<file path="src/rtl/erpg_pkg.sv">
// Shared types, constants and a helper function of the Euclidean rhythm generator.
`timescale 1ns / 1ps

package erpg_pkg;

   // Longest pattern the block builds; longer requests saturate to it.
   localparam int MAX_STEPS = 16;

   // Widths of the request fields and of the result fields.
   localparam int FIELD_W   = 5;
   localparam int PATTERN_W = 16;
   localparam int CODE_W    = 4;

   // Width of a group size (1..16) and of a bit index inside a group.
   localparam int SIZE_W    = 5;
   localparam int INDEX_W   = 4;

   // The product count1 * size1 stays at or below 16 * 16.
   localparam int PROD_W    = 9;
   localparam int NUM_W     = 10;

   // A non-negative dividend never exceeds 15, so four quotient bits suffice.
   localparam int DIV_BITS  = 4;
   localparam int DIVCNT_W  = 2;

   typedef enum logic [2:0] {
      ST_IDLE,
      ST_MODROT,
      ST_MULT,
      ST_DIVSET,
      ST_DIVIDE,
      ST_UPDATE,
      ST_EMIT,
      ST_FINISH
   } erpg_state_type;

   // Commands from the controller to the datapath.
   typedef struct packed {
      logic load;
      logic rot_step;
      logic mul;
      logic div_init;
      logic div_step;
      logic update;
      logic emit_init;
      logic emit_step;
      logic out_load;
   } erpg_cmd_type;

   // Status from the datapath to the controller.
   typedef struct packed {
      logic rot_ok;
      logic div_last;
      logic stop;
      logic emit_done;
      logic out_free;
   } erpg_sts_type;

   // Position of the highest set bit, at least 1.
   function automatic logic [SIZE_W-1:0] bit_len(input logic [PATTERN_W-1:0] grp);
      logic [SIZE_W-1:0] n;
      n = SIZE_W'(1);
      for (int i = 0; i < PATTERN_W; i++) begin
         if (grp[i]) begin
            n = SIZE_W'(i + 1);
         end
      end
      return n;
   endfunction

endpackage

</file>
<file path="src/rtl/erpg_ctrl.sv">
// Controller state machine that sequences the rhythm build.
`timescale 1ns / 1ps

module erpg_ctrl (
   input  logic                  clock,
   input  logic                  reset,
   input  logic                  req_valid,
   input  erpg_pkg::erpg_sts_type sts,
   output erpg_pkg::erpg_cmd_type cmd,
   output logic                  idle
);

   erpg_pkg::erpg_state_type state_ff;
   erpg_pkg::erpg_state_type state_in;

   always_ff @(posedge clock) begin
      if (reset) begin
         state_ff <= erpg_pkg::ST_IDLE;
      end else begin
         state_ff <= state_in;
      end
   end

   // Next state.
   always_comb begin
      state_in = state_ff;
      case (state_ff)
         erpg_pkg::ST_IDLE: begin
            if (req_valid) begin
               state_in = erpg_pkg::ST_MODROT;
            end
         end
         erpg_pkg::ST_MODROT: begin
            if (sts.rot_ok) begin
               state_in = erpg_pkg::ST_MULT;
            end
         end
         erpg_pkg::ST_MULT: begin
            state_in = erpg_pkg::ST_DIVSET;
         end
         erpg_pkg::ST_DIVSET: begin
            state_in = erpg_pkg::ST_DIVIDE;
         end
         erpg_pkg::ST_DIVIDE: begin
            if (sts.div_last) begin
               state_in = erpg_pkg::ST_UPDATE;
            end
         end
         erpg_pkg::ST_UPDATE: begin
            state_in = sts.stop ? erpg_pkg::ST_EMIT : erpg_pkg::ST_MULT;
         end
         erpg_pkg::ST_EMIT: begin
            if (sts.emit_done) begin
               state_in = erpg_pkg::ST_FINISH;
            end
         end
         erpg_pkg::ST_FINISH: begin
            if (sts.out_free) begin
               state_in = erpg_pkg::ST_IDLE;
            end
         end
         default: begin
            state_in = erpg_pkg::ST_IDLE;
         end
      endcase
   end

   // Outputs.
   always_comb begin
      cmd  = '0;
      idle = 1'b0;
      case (state_ff)
         erpg_pkg::ST_IDLE: begin
            idle     = 1'b1;
            cmd.load = req_valid;
         end
         erpg_pkg::ST_MODROT: begin
            cmd.rot_step = 1'b1;
         end
         erpg_pkg::ST_MULT: begin
            cmd.mul = 1'b1;
         end
         erpg_pkg::ST_DIVSET: begin
            cmd.div_init = 1'b1;
         end
         erpg_pkg::ST_DIVIDE: begin
            cmd.div_step = 1'b1;
         end
         erpg_pkg::ST_UPDATE: begin
            cmd.update    = !sts.stop;
            cmd.emit_init = sts.stop;
         end
         erpg_pkg::ST_EMIT: begin
            cmd.emit_step = !sts.emit_done;
         end
         erpg_pkg::ST_FINISH: begin
            cmd.out_load = sts.out_free;
         end
         default: begin
            cmd = '0;
         end
      endcase
   end

endmodule

</file>
<file path="src/rtl/erpg_datapath.sv">
// Datapath: rotation reduction, group merging, division, serialization and result register.
`timescale 1ns / 1ps

module erpg_datapath (
   input  logic                             clock,
   input  logic                             reset,
   input  erpg_pkg::erpg_cmd_type           cmd,
   output erpg_pkg::erpg_sts_type           sts,
   input  logic [erpg_pkg::FIELD_W-1:0]     req_pattern_length,
   input  logic [erpg_pkg::FIELD_W-1:0]     req_pulse_count,
   input  logic [erpg_pkg::FIELD_W-1:0]     req_rotation,
   input  logic                             rsp_ready,
   output logic                             rsp_valid,
   output logic [erpg_pkg::PATTERN_W-1:0]   rsp_pattern_bits,
   output logic [erpg_pkg::CODE_W-1:0]      rsp_length_code
);

   localparam logic [erpg_pkg::FIELD_W-1:0] MaxLen = erpg_pkg::FIELD_W'(erpg_pkg::MAX_STEPS);
   localparam int DIV_W = erpg_pkg::DIV_BITS;

   logic [erpg_pkg::FIELD_W-1:0]   len_ff, len_in;
   logic [erpg_pkg::FIELD_W-1:0]   rot_ff, rot_in;
   logic [erpg_pkg::FIELD_W-1:0]   cnt1_ff, cnt1_in;
   logic [erpg_pkg::FIELD_W-1:0]   round_ff, round_in;
   logic [erpg_pkg::PATTERN_W-1:0] g1_ff, g1_in;
   logic [erpg_pkg::PATTERN_W-1:0] g2_ff, g2_in;
   logic [erpg_pkg::PROD_W-1:0]    prod_ff, prod_in;
   logic                           neg_ff, neg_in;
   logic [DIV_W-1:0]               quo_ff, quo_in;
   logic [DIV_W-1:0]               rem_ff, rem_in;
   logic [erpg_pkg::DIVCNT_W-1:0]  div_cnt_ff, div_cnt_in;
   logic [DIV_W-1:0]               cnt2_ff, cnt2_in;
   logic [erpg_pkg::FIELD_W-1:0]   pos_ff, pos_in;
   logic [erpg_pkg::INDEX_W-1:0]   wpos_ff, wpos_in;
   logic [erpg_pkg::FIELD_W-1:0]   copy_ff, copy_in;
   logic [erpg_pkg::INDEX_W-1:0]   bit_ff, bit_in;
   logic                           grp_ff, grp_in;
   logic [erpg_pkg::PATTERN_W-1:0] pat_ff, pat_in;
   logic                           rsp_valid_ff, rsp_valid_in;
   logic [erpg_pkg::PATTERN_W-1:0] rsp_pattern_ff, rsp_pattern_in;
   logic [erpg_pkg::CODE_W-1:0]    rsp_code_ff, rsp_code_in;

   logic [erpg_pkg::SIZE_W-1:0]      s1, s2, cur_s;
   logic [erpg_pkg::PATTERN_W-1:0]   cur_g;
   logic [2*erpg_pkg::FIELD_W-1:0]   prod_full;
   logic [erpg_pkg::NUM_W-1:0]       num;
   logic [DIV_W:0]                   rem_sh;
   logic [2*erpg_pkg::PATTERN_W-1:0] g1_shift;
   logic [erpg_pkg::FIELD_W-1:0]     req_len_c, req_pulse_c;

   assign s1    = erpg_pkg::bit_len(g1_ff);
   assign s2    = erpg_pkg::bit_len(g2_ff);
   assign cur_g = grp_ff ? g2_ff : g1_ff;
   assign cur_s = grp_ff ? s2 : s1;

   assign prod_full = (2*erpg_pkg::FIELD_W)'(cnt1_ff) * (2*erpg_pkg::FIELD_W)'(s1);
   assign num       = erpg_pkg::NUM_W'(len_ff) - erpg_pkg::NUM_W'(prod_ff);
   assign rem_sh    = {rem_ff, quo_ff[DIV_W-1]};
   assign g1_shift  = (2*erpg_pkg::PATTERN_W)'(g1_ff) << s2;

   always_comb begin
      req_len_c = req_pattern_length;
      if (req_len_c == '0) begin
         req_len_c = erpg_pkg::FIELD_W'(1);
      end else if (req_len_c > MaxLen) begin
         req_len_c = MaxLen;
      end
      req_pulse_c = req_pulse_count;
      if (req_pulse_c == '0) begin
         req_pulse_c = erpg_pkg::FIELD_W'(1);
      end else if (req_pulse_c > req_len_c) begin
         req_pulse_c = req_len_c;
      end
   end

   always_comb begin
      sts.rot_ok    = rot_ff < len_ff;
      sts.div_last  = div_cnt_ff == erpg_pkg::DIVCNT_W'(DIV_W - 1);
      sts.stop      = neg_ff || (quo_ff <= DIV_W'(1)) || (round_ff >= MaxLen);
      sts.emit_done = (copy_ff == '0) || (pos_ff == len_ff);
      sts.out_free  = !rsp_valid_ff || rsp_ready;
   end

   always_comb begin
      len_in         = len_ff;
      rot_in         = rot_ff;
      cnt1_in        = cnt1_ff;
      round_in       = round_ff;
      g1_in          = g1_ff;
      g2_in          = g2_ff;
      prod_in        = prod_ff;
      neg_in         = neg_ff;
      quo_in         = quo_ff;
      rem_in         = rem_ff;
      div_cnt_in     = div_cnt_ff;
      cnt2_in        = cnt2_ff;
      pos_in         = pos_ff;
      wpos_in        = wpos_ff;
      copy_in        = copy_ff;
      bit_in         = bit_ff;
      grp_in         = grp_ff;
      pat_in         = pat_ff;
      rsp_pattern_in = rsp_pattern_ff;
      rsp_code_in    = rsp_code_ff;
      rsp_valid_in   = rsp_valid_ff && !rsp_ready;

      if (cmd.load) begin
         len_in   = req_len_c;
         cnt1_in  = req_pulse_c;
         rot_in   = req_rotation;
         g1_in    = erpg_pkg::PATTERN_W'(1);
         g2_in    = '0;
         round_in = '0;
      end

      // One compare and subtract per cycle until the rotation is below the length.
      if (cmd.rot_step && !sts.rot_ok) begin
         rot_in = rot_ff - len_ff;
      end

      if (cmd.mul) begin
         prod_in = prod_full[erpg_pkg::PROD_W-1:0];
      end

      if (cmd.div_init) begin
         neg_in     = num[erpg_pkg::NUM_W-1];
         quo_in     = num[DIV_W-1:0];
         rem_in     = '0;
         div_cnt_in = '0;
      end

      // Restoring division, one quotient bit per cycle.
      if (cmd.div_step) begin
         div_cnt_in = div_cnt_ff + erpg_pkg::DIVCNT_W'(1);
         if (rem_sh >= (DIV_W+1)'(s2)) begin
            rem_in = DIV_W'(rem_sh - (DIV_W+1)'(s2));
            quo_in = {quo_ff[DIV_W-2:0], 1'b1};
         end else begin
            rem_in = rem_sh[DIV_W-1:0];
            quo_in = {quo_ff[DIV_W-2:0], 1'b0};
         end
      end

      // Merge round: append group 2 to group 1; quo_ff holds the second count here.
      if (cmd.update) begin
         g1_in    = g1_shift[erpg_pkg::PATTERN_W-1:0] | g2_ff;
         round_in = round_ff + erpg_pkg::FIELD_W'(1);
         if (erpg_pkg::FIELD_W'(quo_ff) <= cnt1_ff) begin
            g2_in = g1_ff;
         end
         if (erpg_pkg::FIELD_W'(quo_ff) < cnt1_ff) begin
            cnt1_in = erpg_pkg::FIELD_W'(quo_ff);
         end
      end

      if (cmd.emit_init) begin
         cnt2_in = neg_ff ? '0 : quo_ff;
         pos_in  = '0;
         wpos_in = rot_ff[erpg_pkg::INDEX_W-1:0];
         copy_in = cnt1_ff;
         bit_in  = erpg_pkg::INDEX_W'(s1 - erpg_pkg::SIZE_W'(1));
         grp_in  = 1'b0;
         pat_in  = '0;
      end

      // Serialization writes each step straight to its rotated position.
      if (cmd.emit_step) begin
         pat_in[wpos_ff] = pat_ff[wpos_ff] | cur_g[bit_ff];
         pos_in          = pos_ff + erpg_pkg::FIELD_W'(1);
         if (erpg_pkg::FIELD_W'(wpos_ff) == len_ff - erpg_pkg::FIELD_W'(1)) begin
            wpos_in = '0;
         end else begin
            wpos_in = wpos_ff + erpg_pkg::INDEX_W'(1);
         end
         if (bit_ff == '0) begin
            if (copy_ff == erpg_pkg::FIELD_W'(1)) begin
               if (!grp_ff && (cnt2_ff != '0)) begin
                  grp_in  = 1'b1;
                  copy_in = erpg_pkg::FIELD_W'(cnt2_ff);
                  bit_in  = erpg_pkg::INDEX_W'(s2 - erpg_pkg::SIZE_W'(1));
               end else begin
                  copy_in = '0;
               end
            end else begin
               copy_in = copy_ff - erpg_pkg::FIELD_W'(1);
               bit_in  = erpg_pkg::INDEX_W'(cur_s - erpg_pkg::SIZE_W'(1));
            end
         end else begin
            bit_in = bit_ff - erpg_pkg::INDEX_W'(1);
         end
      end

      if (cmd.out_load) begin
         rsp_pattern_in = pat_ff;
         rsp_code_in    = len_ff[erpg_pkg::CODE_W-1:0];
         rsp_valid_in   = 1'b1;
      end
   end

   always_ff @(posedge clock) begin
      if (reset) begin
         rsp_valid_ff <= 1'b0;
      end else begin
         rsp_valid_ff <= rsp_valid_in;
      end
   end

   always_ff @(posedge clock) begin
      len_ff         <= len_in;
      rot_ff         <= rot_in;
      cnt1_ff        <= cnt1_in;
      round_ff       <= round_in;
      g1_ff          <= g1_in;
      g2_ff          <= g2_in;
      prod_ff        <= prod_in;
      neg_ff         <= neg_in;
      quo_ff         <= quo_in;
      rem_ff         <= rem_in;
      div_cnt_ff     <= div_cnt_in;
      cnt2_ff        <= cnt2_in;
      pos_ff         <= pos_in;
      wpos_ff        <= wpos_in;
      copy_ff        <= copy_in;
      bit_ff         <= bit_in;
      grp_ff         <= grp_in;
      pat_ff         <= pat_in;
      rsp_pattern_ff <= rsp_pattern_in;
      rsp_code_ff    <= rsp_code_in;
   end

   assign rsp_valid        = rsp_valid_ff;
   assign rsp_pattern_bits = rsp_pattern_ff;
   assign rsp_length_code  = rsp_code_ff;

`ifndef SYNTHESIS
   a_cnt1_range: assert property (@(posedge clock) disable iff (reset)
      cmd.mul |-> (cnt1_ff != '0) && (cnt1_ff <= len_ff))
      else $error("merge round started with a pulse count outside 1..length");

   a_round_limit: assert property (@(posedge clock) disable iff (reset)
      cmd.update |-> (round_ff < MaxLen))
      else $error("merge round taken past the round limit");

   a_wpos_range: assert property (@(posedge clock) disable iff (reset)
      cmd.emit_step |-> (erpg_pkg::FIELD_W'(wpos_ff) < len_ff) && (pos_ff < len_ff))
      else $error("serializer wrote outside the pattern length");

   a_result_masked: assert property (@(posedge clock) disable iff (reset)
      rsp_valid_ff |->
         (((2*erpg_pkg::PATTERN_W)'(rsp_pattern_ff) >>
           ((rsp_code_ff == '0) ? erpg_pkg::PATTERN_W : int'(rsp_code_ff))) == '0))
      else $error("result holds a note at or above its length");
`endif

endmodule

</file>
<file path="src/rtl/euclidean_rhythm_pattern_generator_core.sv">
// Top level of the Euclidean rhythm pattern generator.
`timescale 1ns / 1ps

// Each request beat carries a pattern length, a pulse count and a rotation; the block
// answers with exactly one response beat holding a 16-bit rhythm (bit i set means a
// note at step i) and a 4-bit length code in which a length of 16 reads as 0. A length
// of 0 is taken as 1, a length above 16 as 16, and the pulse count is clamped to
// 1..length. The block handles one request at a time: it takes a request only while the
// sequencer is idle, and the finished result sits in an output register, so a new
// request is taken while the previous response still waits for rsp_tready. A request
// is accepted, then the rotation is reduced by repeated subtraction, then merge rounds
// run, the final stopping round included, each made of a multiply, a dividend set-up,
// four restoring-division steps and the group update; serialization follows at one
// step per cycle, and the result is loaded into the output register. Dense patterns
// stop merging after one or two rounds; sparse patterns need about one merge round
// per step. A short length with a large rotation needs the most subtraction steps.

module euclidean_rhythm_pattern_generator_core (
   input  logic        clock,
   input  logic        reset,
   input  logic        req_tvalid,
   output logic        req_tready,
   // [4:0] pattern_length, [9:5] pulse_count, [14:10] rotation, [15] zero
   input  logic [15:0] req_tdata,
   output logic        rsp_tvalid,
   input  logic        rsp_tready,
   // [15:0] pattern_bits, [19:16] length_code, [23:20] zero
   output logic [23:0] rsp_tdata
);

   erpg_pkg::erpg_cmd_type cmd;
   erpg_pkg::erpg_sts_type sts;
   logic                   idle;

   logic [erpg_pkg::PATTERN_W-1:0] pattern_bits;
   logic [erpg_pkg::CODE_W-1:0]    length_code;

   // The controller walks through rotation reduction, merge rounds and serialization.
   erpg_ctrl u_ctrl (
      .clock     (clock),
      .reset     (reset),
      .req_valid (req_tvalid),
      .sts       (sts),
      .cmd       (cmd),
      .idle      (idle)
   );

   // The datapath holds the groups, the small divider, the serializer and the
   // output register.
   erpg_datapath u_datapath (
      .clock              (clock),
      .reset              (reset),
      .cmd                (cmd),
      .sts                (sts),
      .req_pattern_length (req_tdata[4:0]),
      .req_pulse_count    (req_tdata[9:5]),
      .req_rotation       (req_tdata[14:10]),
      .rsp_ready          (rsp_tready),
      .rsp_valid          (rsp_tvalid),
      .rsp_pattern_bits   (pattern_bits),
      .rsp_length_code    (length_code)
   );

   // A request beat is taken only while the sequencer is idle.
   assign req_tready = idle;
   assign rsp_tdata  = {4'b0, length_code, pattern_bits};

endmodule

</file>
<file path="config.mk">
export PLATFORM = sky130hd
export DESIGN_NAME = euclidean_rhythm_pattern_generator_core
export DESIGN_NICKNAME = d
export VERILOG_FILES = /design/src/rtl/erpg_pkg.sv /design/src/rtl/erpg_ctrl.sv /design/src/rtl/erpg_datapath.sv /design/src/rtl/euclidean_rhythm_pattern_generator_core.sv
export SDC_FILE = /design/constraint.sdc
export NUM_CORES = 1
export LEC_CHECK = 0
export BUFFER_PORTS_ARGS = -buffer_cell sky130_fd_sc_hd__buf_2
export CAP_MARGIN = 25
export CORE_AREA = 2 2 152 154
export CTS_CLUSTER_SIZE = 16
export DETAILED_ROUTE_END_ITERATION = 12
export DIE_AREA = 0 0 154 156
export MAX_ROUTING_LAYER = met4
export PLACE_DENSITY = 0.63
export SKIP_LAST_GASP = 1
export SLEW_MARGIN = 20
export SYNTH_ARGS = -nofsm -noshare
export SYNTH_HDL_FRONTEND = slang
export SYNTH_SLANG_ARGS = --single-unit
</file>
<file path="constraint.sdc">
create_clock -name clock -period 7.6 [get_ports clock]
set_input_delay 1.14 -clock clock [delete_from_list [all_inputs] [get_ports clock]]
set_output_delay 1.14 -clock clock [all_outputs]
set_load 0.01 [all_outputs]
</file>
# Yosys cells after proc, flatten, opt, wreduce, memory -nomap -nowiden
# Index checks and enable logic that the tools add are counted.
[classes] order_cmp=11 reduce_logical=25 n_mux=102 shifts=1 n_addsub=13 n_eq_ne=16 mul=1 bitwise_logic=2
[op_table] op="$mux W16" count=8
[op_table] op="$mux W4" count=31
[op_table] op="$mux W5" count=19
[op_table] op="$mux W3" count=14
[op_table] op="$pmux W3 S8" count=1
[op_table] op="$mux W1" count=18
[op_table] op="$bwmux W16" count=1
[op_table] op="$or A16 B16 Y16" count=1
[op_table] op="$shl A16 B5 Y16" count=1
[op_table] op="$sub A4 B1 Y4 const B" count=4
[op_table] op="$logic_not A5 Y1" count=3
[op_table] op="$mux W2" count=7
[op_table] op="$eq A3 B3 Y1 const B" count=4
[op_table] op="$add A5 B1 Y5 const B" count=2
[op_table] op="$lt A4 B5 Y1 const B" count=2
[op_table] op="$sub A5 B1 Y5 const B" count=2
[op_table] op="$sub A5 B9 Y10" count=1
[op_table] op="$mul A5 B5 Y9" count=1
[op_table] op="$bmux W1 S4" count=2
[op_table] op="$reduce_bool A2 Y1" count=4
[op_table] op="$eq A3 B2 Y1 const B" count=2
[op_table] op="$logic_not A1 Y1" count=6
[op_table] op="$ne A2 B1 Y1 const B" count=3
[op_table] op="$eq A4 B5 Y1" count=1
[op_table] op="26 further kinds" count=33
[word_totals] output_inout_bits=26 ff_bits=135 word_cells=193

# Depth between registers and ports, before layout
# Gate-level depths: netlist (run 1).
[logic_depth] ltp_word=21 ltp_mapped=19 mapped_depth_nobuf=18

# Hierarchy
# Synthesis (run 1) repeated with hierarchy kept, for this count alone.
[hier_totals] hier_cells=935 area_unflattened_um2=9103.7
[modules_own_cells] module="erpg_datapath" instances=1 area_per_inst_um2=8768.4 cells_per_inst=893 seq_area_each_um2=3483.3
[modules_own_cells] module="erpg_ctrl" instances=1 area_per_inst_um2=301.5 cells_per_inst=37 seq_area_each_um2=60.1
[modules_own_cells] module="euclidean_rhythm_pattern_generator_core" instances=1 area_per_inst_um2=33.8 cells_per_inst=5 seq_area_each_um2=0.0

# Least setup slack after synthesis (run 1)
# No wires, ideal clock.
[synth_timing] path_kind="register to register" start="register u_datapath.g1_ff[10] (netlist name)" end="register u_datapath.prod_ff[8] (netlist name), data pin" arrival_time_ps=3920 required_time_ps=7341 setup_slack_ps=3421 stages_incl_launch_ff=16 setup_time_ps=259 n_path_buf=0 path_cell_list="edfxtp_1 nor4_1 o41ai_1 a21oi_1 nand2_1 fa_1 fa_1 fa_1 inv_1 ha_1 a21oi_1 nor2_1 nor2_1 o21bai_1 a21oi_1 xnor2_1"
[synth_between] elab_chain_cells=7
[synth_rtl] element="start: declaration" line_no="erpg_datapath.sv:25" rtl="logic [erpg_pkg::PATTERN_W-1:0] g1_ff, g1_in;"
[synth_rtl] element="start signal: assignment" line_no="erpg_datapath.sv:213" rtl="g1_ff <= g1_in;"
[synth_rtl] element="$mux W4 (5 in a row)" line_no="erpg_pkg.sv:64" rtl="if (grp[i]) begin"
[synth_rtl] element="$mux W5" line_no="erpg_pkg.sv:64"
[synth_rtl] element="$mul A5 B5 Y9" line_no="erpg_datapath.sv:56" rtl="assign prod_full = (2*erpg_pkg::FIELD_W)'(cnt1_ff) * (2*erpg_pkg::FIELD_W)'(s1);"
[synth_rtl] element="via u_datapath.prod_full, one bit" line_no="erpg_datapath.sv:45" rtl="logic [2*erpg_pkg::FIELD_W-1:0] prod_full;"
[synth_rtl] element="end signal: assignment" line_no="erpg_datapath.sv:215" rtl="prod_ff <= prod_in;"
[synth_rtl] element="end: declaration" line_no="erpg_datapath.sv:27" rtl="logic [erpg_pkg::PROD_W-1:0] prod_ff, prod_in;"
# The timed path passes the listed nets, and every way through them passes these cells.
# A chain may end at the register's enable or synchronous reset.

# Final worst setup path (run 1)
[layout_timing] start="register u_datapath.g1_ff[9] (netlist name)" end="register u_datapath.prod_ff[8] (netlist name), data pin"
[layout_between] elab_chain_cells=8
[layout_rtl] element="$mux W4 (6 in a row)" line_no="erpg_pkg.sv:64"
[layout_rtl] element="$mux W5" line_no="erpg_pkg.sv:64"
[layout_rtl] element="$mul A5 B5 Y9" line_no="erpg_datapath.sv:56"
[layout_rtl] element="via u_datapath.prod_full, one bit" line_no="erpg_datapath.sv:45"
# The timed path passes the listed nets, and every way through them passes these cells.

==> reports/metrics.yaml, run 1 <==
status: "complete, no violations"
setup_tns_ns: 0
synth_top_cell_area_share: 0.284
grt_pass1_vias: 6700
yosysWarnings: 0
grtUsageTotal: 0.190
cts_resized: 0
insertion_delay_ns: 0.43
areaGrowthSynthToFinish_pct: 11.4
min_period_over_period: 0.631
io_buffers: 40
grt_max_degree: 30
synth-async-reset-ratio: 0
slew_headroom: 0.318
synth_edf_count: 84
hold_viol: 0
critPathRequiredTime_ns: 7.78
synth_seq_cells: 135
final_nets: 1018
final_cell_area_mm2: 0.00988
worst_pin_slew_ns: 1.02
dp_slack_ns: 2.77
ios: 46
max_stage_delay_ns: 0.65
dp.final_hpwl_um: 15500
cts_tree: "built"
gp_congestion: 0.902
synth.distinct_cells: 75
endpoint_kind: "flip-flop"
start_util: 0.397
critPathArrivalTime_ns: 4.98
cts_setup_buffers: 0
place_area_mm2: 0.00929
post_drt_wl_per_cell_um: 17.4
max_freq_mhz: 208
cts_hold_buf: 0
synth_ff_type: "edfxtp_1"
leakage_nw: 3.83
cts-root-buf: "clkbuf_16"
drt-initial-drc-count: 575
chipWidth_um: 154
grt_overflow: 0
layout.cells.non_filler: 1225
synth.largest_area_cell: "edfxtp_1"
avgSynthCellArea_um2: 9.77
path_clk_slew_ns: 0.07
synthesis.area_mm2: 0.00887
drt_wl_total_um: 21300
max_cap_violations: 0
timing.final.max_slew_violations: 0
drt_first_pass_iters: 6
setup_violations: 0
synth.most_common_cell: "edfxtp_1"
antenna_found_initial: 0
power_density_mw_per_mm2: 318
postLayoutSetupSlackWorst_ns: 2.80
worstSetupPathType: "reg -> reg"
die_y_um: 156
numCtsBuffers: 17
skew_ns: 0.0134
ant_nets: 0
worstPathMaxFanout: 7
cts_max_level: 4
ir_drop_uv: 132
clkSinkCount: 135
seq_area_frac_synth: 0.400
rows: 55
place_inst: 1193
vias: 6996
hold_class: "reg -> reg"
post-route-min-period_ns: 4.80
drc_errors: 0
rsz0062_at_grt: "no"
cts_buffer_depth: 2
synth_area_leaders: "edfxtp_1 28%, dfxtp_1 12%, ha_1 8.5%"
core_area_mm2: 0.0224
startpoint_type: "flip-flop"
drive_gt1_frac: 0.122
grt_pass1_wl_um: 35500
yosys-top-cells-count: "84 x edfxtp_1, 69 x inv_1, 69 x nor2_1"
fp.dieArea_mm2: 0.0240
worstPathCellList: "nor4_1, o41ai_1, a21oi_1, buf_4, nand2_1, fa_1, fa_1, fa_1, inv_1, ha_1, a21oi_1, nor2_1, nor2_1, o21bai_1, a21oi_1, xnor2_1"
viasPerCell: 5.71
antenna_cells: 0
netlist_instances: 908
slowest_stage: "nor4_1"
==> through the flow <==
step | utilization | power, mW | hold WS, ns
2_1_floorplan | - | 2.00 | 0.419
3_3_place_gp | 0.415 | 2.29 | 0.435
3_5_place_dp | 0.415 | 2.31 | 0.442
4_1_cts | 0.442 | 3.16 | 0.456
5_1_grt | 0.442 | 3.38 | 0.475
6_report | 0.442 | 3.14 | 0.454
==> flip-flops by register name, indices dropped and copies added (netlist names), 5 cells and up <==
signal                       cells
u_datapath.g1_ff                16
u_datapath.g2_ff                16
u_datapath.pat_ff               16
u_datapath.rsp_pattern_bits     16
u_datapath.prod_ff               9
u_datapath.cnt1_ff               5
u_datapath.copy_ff               5
u_datapath.len_ff                5
u_datapath.pos_ff                5
u_datapath.rot_ff                5
u_datapath.round_ff              5
==> routing by layer <==
metal,GRT usage,vias up,share of wire
met1,0.257,3314,0.45
met4,0.0748,0,0.028
met5,-,-,0
met3,0.0292,50,0.062
met2,0.289,245,0.46
li1,-,3387,-
==> cell usage in the layout (no fill, tap or decap), drive strengths merged, types with 5 or more instances in the layout <==
| cell | synthesis | final |
|---|---|---|
| o211ai | 11 | 11 |
| xor2 | 15 | 15 |
| fa | 11 | 11 |
| a22oi | 5 | 5 |
| o31ai | 8 | 8 |
| o21a | 6 | 6 |
| o311ai | 6 | 6 |
| a211oi | 15 | 15 |
| inv | 73 | 79 |
| nand2b | 9 | 9 |
| o41ai | 7 | 7 |
| xnor2 | 21 | 21 |
| and2 | 21 | 21 |
| buf | 16 | 48 |
| nor2 | 70 | 70 |
| clkinv | 1 | 6 |
| ha | 60 | 60 |
| dfxtp | 51 | 51 |
| o221ai | 6 | 6 |
| nor4 | 11 | 11 |
| o21ai | 55 | 55 |
| a21oi | 41 | 41 |
| nor3 | 14 | 14 |
| a221oi | 9 | 9 |
| nand2 | 60 | 60 |
| edfxtp | 84 | 84 |
| mux2i | 29 | 29 |
| a31oi | 10 | 10 |
| nand3 | 50 | 50 |
| clkbuf | 35 | 18 |
| nand4 | 5 | 5 |
| mux4 | 17 | 17 |
| nor2b | 17 | 17 |
| o22ai | 5 | 5 |
==> path summary, 6_finish.rpt <==
check | slack (ns) | cells after the start | startpoint | endpoint
max | 2.80 | 16 | u_datapath.g1_ff[9] | u_datapath.prod_ff[8]
min | 0.45 | 0 | u_datapath.pat_ff[0] | u_datapath.rsp_pattern_bits[0]
max reg2reg | 2.80 | 16 | u_datapath.g1_ff[9] | u_datapath.prod_ff[8]
min reg2reg | 0.45 | 0 | u_datapath.pat_ff[0] | u_datapath.rsp_pattern_bits[0]
==> cell families after synthesis <==
group                      count (synthesis)  synth area share
AOI/OAI and AO/OA                        216             0.168
muxes                                     48            0.0784
adders and majority gates                 71             0.109
and+or+nand+nor                          276             0.152
other                                      1          0.000423
xor gates and xnor gates                  36            0.0356
DFF                                      135             0.400
buffers and inverters                    125            0.0569
==> critical path, delay by kind of cell, from the launching register on <==
family / cells / cell delay (ns)
AOI/OAI and AO/OA: 5 / 0.90
xor gates and xnor gates: 1 / 0.10
adders and majority gates: 4 / 1.88
buffers and inverters: 2 / 0.23
DFF: 1 / 0.51
and+or+nand+nor: 4 / 0.93
==> where the power goes <==
| part | total (mW) | internal [mW] | switching, mW |
|---|---|---|---|
| logic | 1.20 | 0.508 | 0.688 |
| clock network | 0.836 | 0.493 | 0.343 |
| registers | 1.11 | 0.950 | 0.160 |
| total | 3.14 | 1.95 | 1.19 |
==> cell type report <==
type,instances,area [um^2]
Tap cell,285,357
Sequential cell,135,3540
Multi-Input combinational cell,651,4840
Inverter,74,283
Clock buffer,18,429
Fill cell,2073,12500
Clock inverter,14,165
Timing Repair Buffer,48,268
Power figures use the tool's default switching activity.
==> inputs of run 2 (changes only) <==
--- a/config.mk
+++ b/config.mk
@@ -5,6 +5,7 @@
 export SDC_FILE = /design/constraint.sdc
 export NUM_CORES = 1
 export LEC_CHECK = 0
+export ABC_AREA = 1
 export BUFFER_PORTS_ARGS = -buffer_cell sky130_fd_sc_hd__buf_2
 export CAP_MARGIN = 25
 export CORE_AREA = 2 2 152 154
@@ -12,7 +13,7 @@
 export DETAILED_ROUTE_END_ITERATION = 12
 export DIE_AREA = 0 0 154 156
 export MAX_ROUTING_LAYER = met4
-export PLACE_DENSITY = 0.63
+export PLACE_DENSITY = 0.65
 export SKIP_LAST_GASP = 1
 export SLEW_MARGIN = 20
 export SYNTH_ARGS = -nofsm -noshare
==> constraint.sdc (replaced) <==
create_clock -name clock -period 4.4 [get_ports clock]
set_input_delay 0.66 -clock clock [delete_from_list [all_inputs] [get_ports clock]]
set_output_delay 0.66 -clock clock [all_outputs]
set_load 0.01 [all_outputs]
==> reports/metrics.yaml, run 2 <==
drive_gt1_frac: 0.100  # -0.0222
cts_max_level: 4  # unchanged
rsz0062_at_grt: "no"
dp_slack_ns: 0.244  # -2.53 ns
synth_seq_cells: 135  # unchanged
rows: 55  # unchanged
synth_ff_type: "edfxtp_1"
min_period_over_period: 0.940  # +0.309
insertion_delay_ns: 0.43  # about the same
yosysWarnings: 0  # unchanged
setup_tns_ns: 0  # unchanged
swShare: 0.456  # +0.0767
final_common_cell: "nand2_1"
viasPerCell: 5.27  # -7.6%
ir_drop_uv: 357  # +170%
final_cell_mix: "227 x nand2_1, 127 x inv_1, 109 x nor2_1"
grtUsageTotal: 0.191  # +0.000557
ant_nets: 0  # unchanged
slew_headroom: 0.398  # +0.0796
cts_tree: "built"
final_nets: 1226  # +20%
synth.largest_area_cell: "edfxtp_1"
postLayoutSetupSlackWorst_ns: 0.264  # -2.54 ns
synth.most_common_cell: "nand2_1"
worstPathMaxFanout: 4  # -3
timing.final.max_slew_violations: 0  # unchanged
critPathArrivalTime_ns: 4.32  # -0.66 ns
synth_area_leaders: "edfxtp_1 29%, dfxtp_1 12%, nand2_1 9.6%"
p_int_mw: 4.12  # +110%
die_y_um: 156  # unchanged
netlist_instances: 1094  # +20%
synth_edf_count: 84  # unchanged
io_buffers: 40  # unchanged
post_drt_wl_per_cell_um: 15.1  # -13%
start_util: 0.395  # -0.00117
combPwrFrac: 0.520  # +0.139
synth.distinct_cells: 54  # -28%
drt_wl_total_um: 21600  # +1.3%
timing.hold.ws_ns: 0.450  # -0.00394 ns
antenna_cells: 0  # unchanged
grt_pass1_wl_um: 35800  # +1.0%
drt-initial-drc-count: 681  # +18%
setup_violations: 0  # unchanged
pwr-share-clk: 0.204  # -0.062
antenna_found_initial: 0  # unchanged
power_density_mw_per_mm2: 759  # +140%
seq_area_frac_synth: 0.401  # +0.00119
numCtsBuffers: 17  # unchanged
cts_hold_buf: 0  # unchanged
skew_ns: 0.0122  # -0.00120 ns
drc_errors: 0  # unchanged
gp_congestion: 0.909  # +0.75%
avgSynthCellArea_um2: 8.08  # -17%
dp.final_hpwl_um: 16000  # +3.2%
synth_top_cell_area_share: 0.285  # +0.000845
worst_pin_slew_ns: 0.902  # -0.119 ns
yosys-top-cells-count: "227 x nand2_1, 127 x inv_1, 109 x nor2_1"
grt_pass1_vias: 7223  # +7.8%
fillCellCount: 2157  # +4.1%
drt_first_pass_iters: 6  # unchanged
max_cap_violations: 0  # unchanged
path_clk_slew_ns: 0.07  # about the same
synthesis.area_mm2: 0.00884  # -0.30%
pwr-share-seq: 0.276  # -0.077
final_util: 0.446  # +0.00453
ios: 46  # unchanged
hold_viol: 0  # unchanged
vias: 7559  # +8.0%
core_area_mm2: 0.0224  # unchanged
critPathRequiredTime_ns: 4.59  # -3.19 ns
post-route-min-period_ns: 4.14  # -0.661 ns
clkSinkCount: 135  # unchanged
grt_overflow: 0  # unchanged
leakage_nw: 4.42  # +15%
cts-root-buf: "clkbuf_16"
areaGrowthSynthToFinish_pct: 12.9
synth-async-reset-ratio: 0  # unchanged
fp.dieArea_mm2: 0.0240  # unchanged
grt_max_degree: 33  # +10%
hold_class: "in -> reg"
startpoint_type: "flip-flop"
endpoint_kind: "flip-flop"
p_switching_mw: 3.45  # +190%
status: "complete, no violations"
chipWidth_um: 154  # unchanged
worstSetupPathType: "reg -> reg"
max_freq_mhz: 242  # +16%
cts_buffer_depth: 2  # unchanged
## run 2: logic make-up after synthesis
family | count (synthesis) | share of synthesized area
other | 1 | 0.000424
AND/OR/NAND/NOR | 469 | 0.224
buffers and inverters | 177 | 0.0829
multiplexers | 16 | 0.0181
flip-flops | 135 | 0.401
AO/OA/AOI/OAI | 191 | 0.130
adder cells (fa/ha/maj) | 71 | 0.110
XOR/XNOR | 34 | 0.0337
## run 2: routing by layer
layer  vias to the layer above  routed length, um  GRT usage
met5                         -                  0          -
met4                         0                340     0.0574
met3                        36               1380     0.0322
met2                       242               9920      0.304
met1                      3508               9970      0.250
li1                       3773                  -          -
## run 2: power by group through the flow
stage	clock (mW)	combinational (mW)	sequential (mW)
after global routing	1.62	4.49	2.13
after global placement	0	3.81	2.10
final	1.55	3.94	2.09
after CTS	1.57	3.89	2.08
after floorplan	0	3.09	1.96
after detailed placement	0	3.86	2.11
## run 2: final timing paths
kind | depth (start not counted) | start | slack, ns | endpoint
worst min register to register | 0 | u_datapath.pat_ff[11] | 0.46 | u_datapath.rsp_pattern_bits[11]
worst max register to register | 20 | u_datapath.g1_ff[7] | 0.26 | u_datapath.prod_ff[7]
worst min-delay path | 2 | reset | 0.45 | u_datapath.rsp_valid
worst max-delay path | 20 | u_datapath.g1_ff[7] | 0.26 | u_datapath.prod_ff[7]
## run 2: stage by stage
stage | area [um^2] | instances | power [mW]
finish | 9980 | 1433 | 7.57
global route | 9980 | 1433 | 8.23
CTS | 9950 | 1432 | 7.54
detailed placement | 9330 | 1400 | 5.96
global placement | 9330 | 1400 | 5.91
floorplan | 8850 | 1097 | 5.04
## run 2: layout make-up
type	count	area (um^2)	area share
clock buffer	19	433	0.0434
clock inverter	13	194	0.0194
inverter	138	518	0.0519
multi-input combinational	785	4600	0.461
sequential	135	3540	0.355
tap	285	357	0.0357
timing repair buffer	58	335	0.0336
## run 2: critical path, cell delays in order, from the launching register on
cell and delay (ns):
edfxtp_1 0.44, nor2_1 0.16, nand2_1 0.06, inv_1 0.09, nand2_1 0.06, nand2_1 0.06
nand2_1 0.06, inv_1 0.07, nand2_1 0.06, fa_1 0.47, fa_1 0.53, fa_1 0.55
inv_1 0.05, ha_1 0.35, a21oi_1 0.15, inv_1 0.07, a31oi_2 0.20, nor2_1 0.06
o21ai_0 0.16, nand2_1 0.10, xor2_1 0.14
## run 2: timing repair
| item | CTS | global route |
|---|---|---|
| setup endpoints to repair | 0 | 1 |
| hold endpoints to repair | 0 | 0 |
| setup buffers | 0 | 1 |
| resized for setup | 0 | 1 |
==> inputs of run 3 (changes only) <==
--- a/config.mk
+++ b/config.mk
@@ -8,12 +8,15 @@
 export ABC_AREA = 1
 export BUFFER_PORTS_ARGS = -buffer_cell sky130_fd_sc_hd__buf_2
 export CAP_MARGIN = 25
-export CORE_AREA = 2 2 152 154
+export CELL_PAD_IN_SITES_DETAIL_PLACEMENT = 1
+export CELL_PAD_IN_SITES_GLOBAL_PLACEMENT = 1
+export CORE_AREA = 2 2 195 121
 export CTS_CLUSTER_SIZE = 16
 export DETAILED_ROUTE_END_ITERATION = 12
-export DIE_AREA = 0 0 154 156
+export DIE_AREA = 0 0 197 123
+export GPL_ROUTABILITY_DRIVEN = 1
 export MAX_ROUTING_LAYER = met4
-export PLACE_DENSITY = 0.65
+export PLACE_DENSITY = 0.79
 export SKIP_LAST_GASP = 1
 export SLEW_MARGIN = 20
 export SYNTH_ARGS = -nofsm -noshare
==> reports/metrics.yaml, run 3 (synthesized netlist as in run 2, its figures left out) <==
path_clk_slew_ns: 0.07  # about the same
post-route-min-period_ns: 4.15  # +0.0130 ns
drt_wl_total_um: 28300  # +31%
startpoint_type: "flip-flop"
final_cell_area_mm2: 0.00999  # about the same
final_common_cell: "nand2_1"
setup_violations: 0  # unchanged
drive_gt1_frac: 0.111  # +0.0113
insertion_delay_ns: 0.44  # about the same
grt_pass1_vias: 7809  # +8.1%
setup_tns_ns: 0  # unchanged
leakage_nw: 4.41  # -0.14%
grt_pass1_wl_um: 43900  # +22%
chipWidth_um: 197  # +28%
cts_tree: "built"
min_period_over_period: 0.943  # +0.00295
critPathArrivalTime_ns: 4.33  # about the same
max_freq_mhz: 241  # -0.31%
timing.final.max_slew_violations: 0  # unchanged
areaGrowthSynthToFinish_pct: 13.0  # about the same
multi_input_area_mm2: 0.00460  # about the same
skew_ns: 0.00954  # -0.00270 ns
dp.final_hpwl_um: 21100  # +31%
regArea_mm2: 0.00354  # unchanged
endpoint_kind: "flip-flop"
drt-initial-drc-count: 634  # -6.9%
rows: 43  # -22%
drt_first_pass_iters: 6  # unchanged
place_area_mm2: 0.00936  # +0.38%
ant_nets: 0  # unchanged
drc_errors: 0  # unchanged
ir_drop_uv: 357  # about the same
worst_pin_slew_ns: 0.933  # +0.0308 ns
die_y_um: 123  # -21%
final_nets: 1235  # +0.73%
numCtsBuffers: 17  # unchanged
status: "complete, no violations"
clkSinkCount: 135  # unchanged
crit_start: "u_datapath.g1_ff[4]"
worstPathMaxFanout: 4  # unchanged
grtUsageTotal: 0.247  # +0.0558
antenna_cells: 0  # unchanged
cts-root-buf: "clkbuf_16"
cts_buffer_depth: 2  # unchanged
viasPerCell: 5.54  # +5.0%
grt_max_degree: 33  # unchanged
antenna_found_initial: 0  # unchanged
final_cell_mix: "227 x nand2_1, 127 x inv_1, 107 x nor2_1"
slew_headroom: 0.377  # -0.0206
hold_viol: 0  # unchanged
grt_overflow: 0  # unchanged
reg2reg_from: "u_datapath.g1_ff[4]"
fillCellCount: 2716  # +26%
hold_class: "in -> reg"
ios: 46  # unchanged
cts_max_level: 4  # unchanged
vias: 8024  # +6.2%
io_buffers: 40  # unchanged
min_from: "req_tdata[4]"
power_density_mw_per_mm2: 785  # +3.5%
post_drt_wl_per_cell_um: 19.5  # +30%
gp_congestion: 0.913  # +0.41%
start_util: 0.393  # -0.00218
fp.dieArea_mm2: 0.0242  # +0.86%
worstSetupPathType: "reg -> reg"
max_cap_violations: 0  # unchanged
core_area_mm2: 0.0225  # +0.55%
critPathRequiredTime_ns: 4.58  # about the same
cts_hold_buf: 0  # unchanged
-- run 3: changes by cell type in the layout (fill, tap and decap cells not counted), moves of 2 or more --
| cell | previous run | this run |
|---|---|---|
| clkinvlp_4 | 1 | 5 |
| nor2_1 | 109 | 107 |
| buf_4 | 18 | 26 |
| bufinv_16 | 4 | 1 |
| a21oi_2 | 0 | 2 |
| nor2_2 | 2 | 4 |
-- run 3: layout make-up --
type                    count  area share
inverters                 138      0.0518
multi-input cells         785       0.461
well taps                 292      0.0366
flip-flops and latches    135       0.355
clock inverters            14      0.0125
clock buffers              18      0.0430
repair buffers             67      0.0407
-- run 3: final timing paths --
kind                                                  endpoint  slack [ns]  depth (start not counted)
worst max register to register           u_datapath.prod_ff[7]        0.25                         19
worst max-delay path                     u_datapath.prod_ff[7]        0.25                         19
worst min-delay path                      u_datapath.len_ff[4]        0.45                          1
worst min register to register  u_datapath.rsp_pattern_bits[2]        0.46                          0
-- run 3: report_power, final --
group	switching, mW	leakage (nW)	internal (mW)
sequential	0.352	1.20	1.77
combinational	2.89	2.96	1.46
clock	0.605	0.257	0.779
-- run 3: worst max-delay path, stage by stage (launching register included) --
cell and delay [ns]:
edfxtp_1 0.39, nor2_1 0.22, nand3_2 0.18, nand2_1 0.14, nand2_1 0.08, nand2_1 0.08, inv_1 0.05, nand2_1 0.07
fa_1 0.43, fa_1 0.52, fa_1 0.56, inv_1 0.05, ha_2 0.31, a21oi_2 0.13, inv_1 0.06, a31oi_2 0.21
nor2_1 0.06, o21ai_0 0.14, nand2_1 0.08, xor2_1 0.14
-- run 3: timing repair --
action,CTS,global route
endpoints found under the setup margin,0,2
resized for setup,0,6
setup buffers,0,6
-- run 3: stage by stage --
stage	power [mW]	setup slack, ns	hold WS (ns)	util	std cells
finish	7.85	0.251	0.445	0.444	1449
global route	8.46	-0.0379	0.439	0.444	1449
CTS	7.70	0.0763	0.431	0.441	1442
detailed placement	6.28	0.169	0.450	0.416	1410
global placement	6.10	0.281	0.446	0.416	1409
floorplan	5.04	0.496	0.425	-	1097
-- run 3: layer usage --
metal	share of wire	vias up	track usage
met3	0.074	33	0.0554
met2	0.41	268	0.342
met4	0.013	0	0.0592
met5	0	-	-
met1	0.51	3943	0.361
li1	-	3780	-
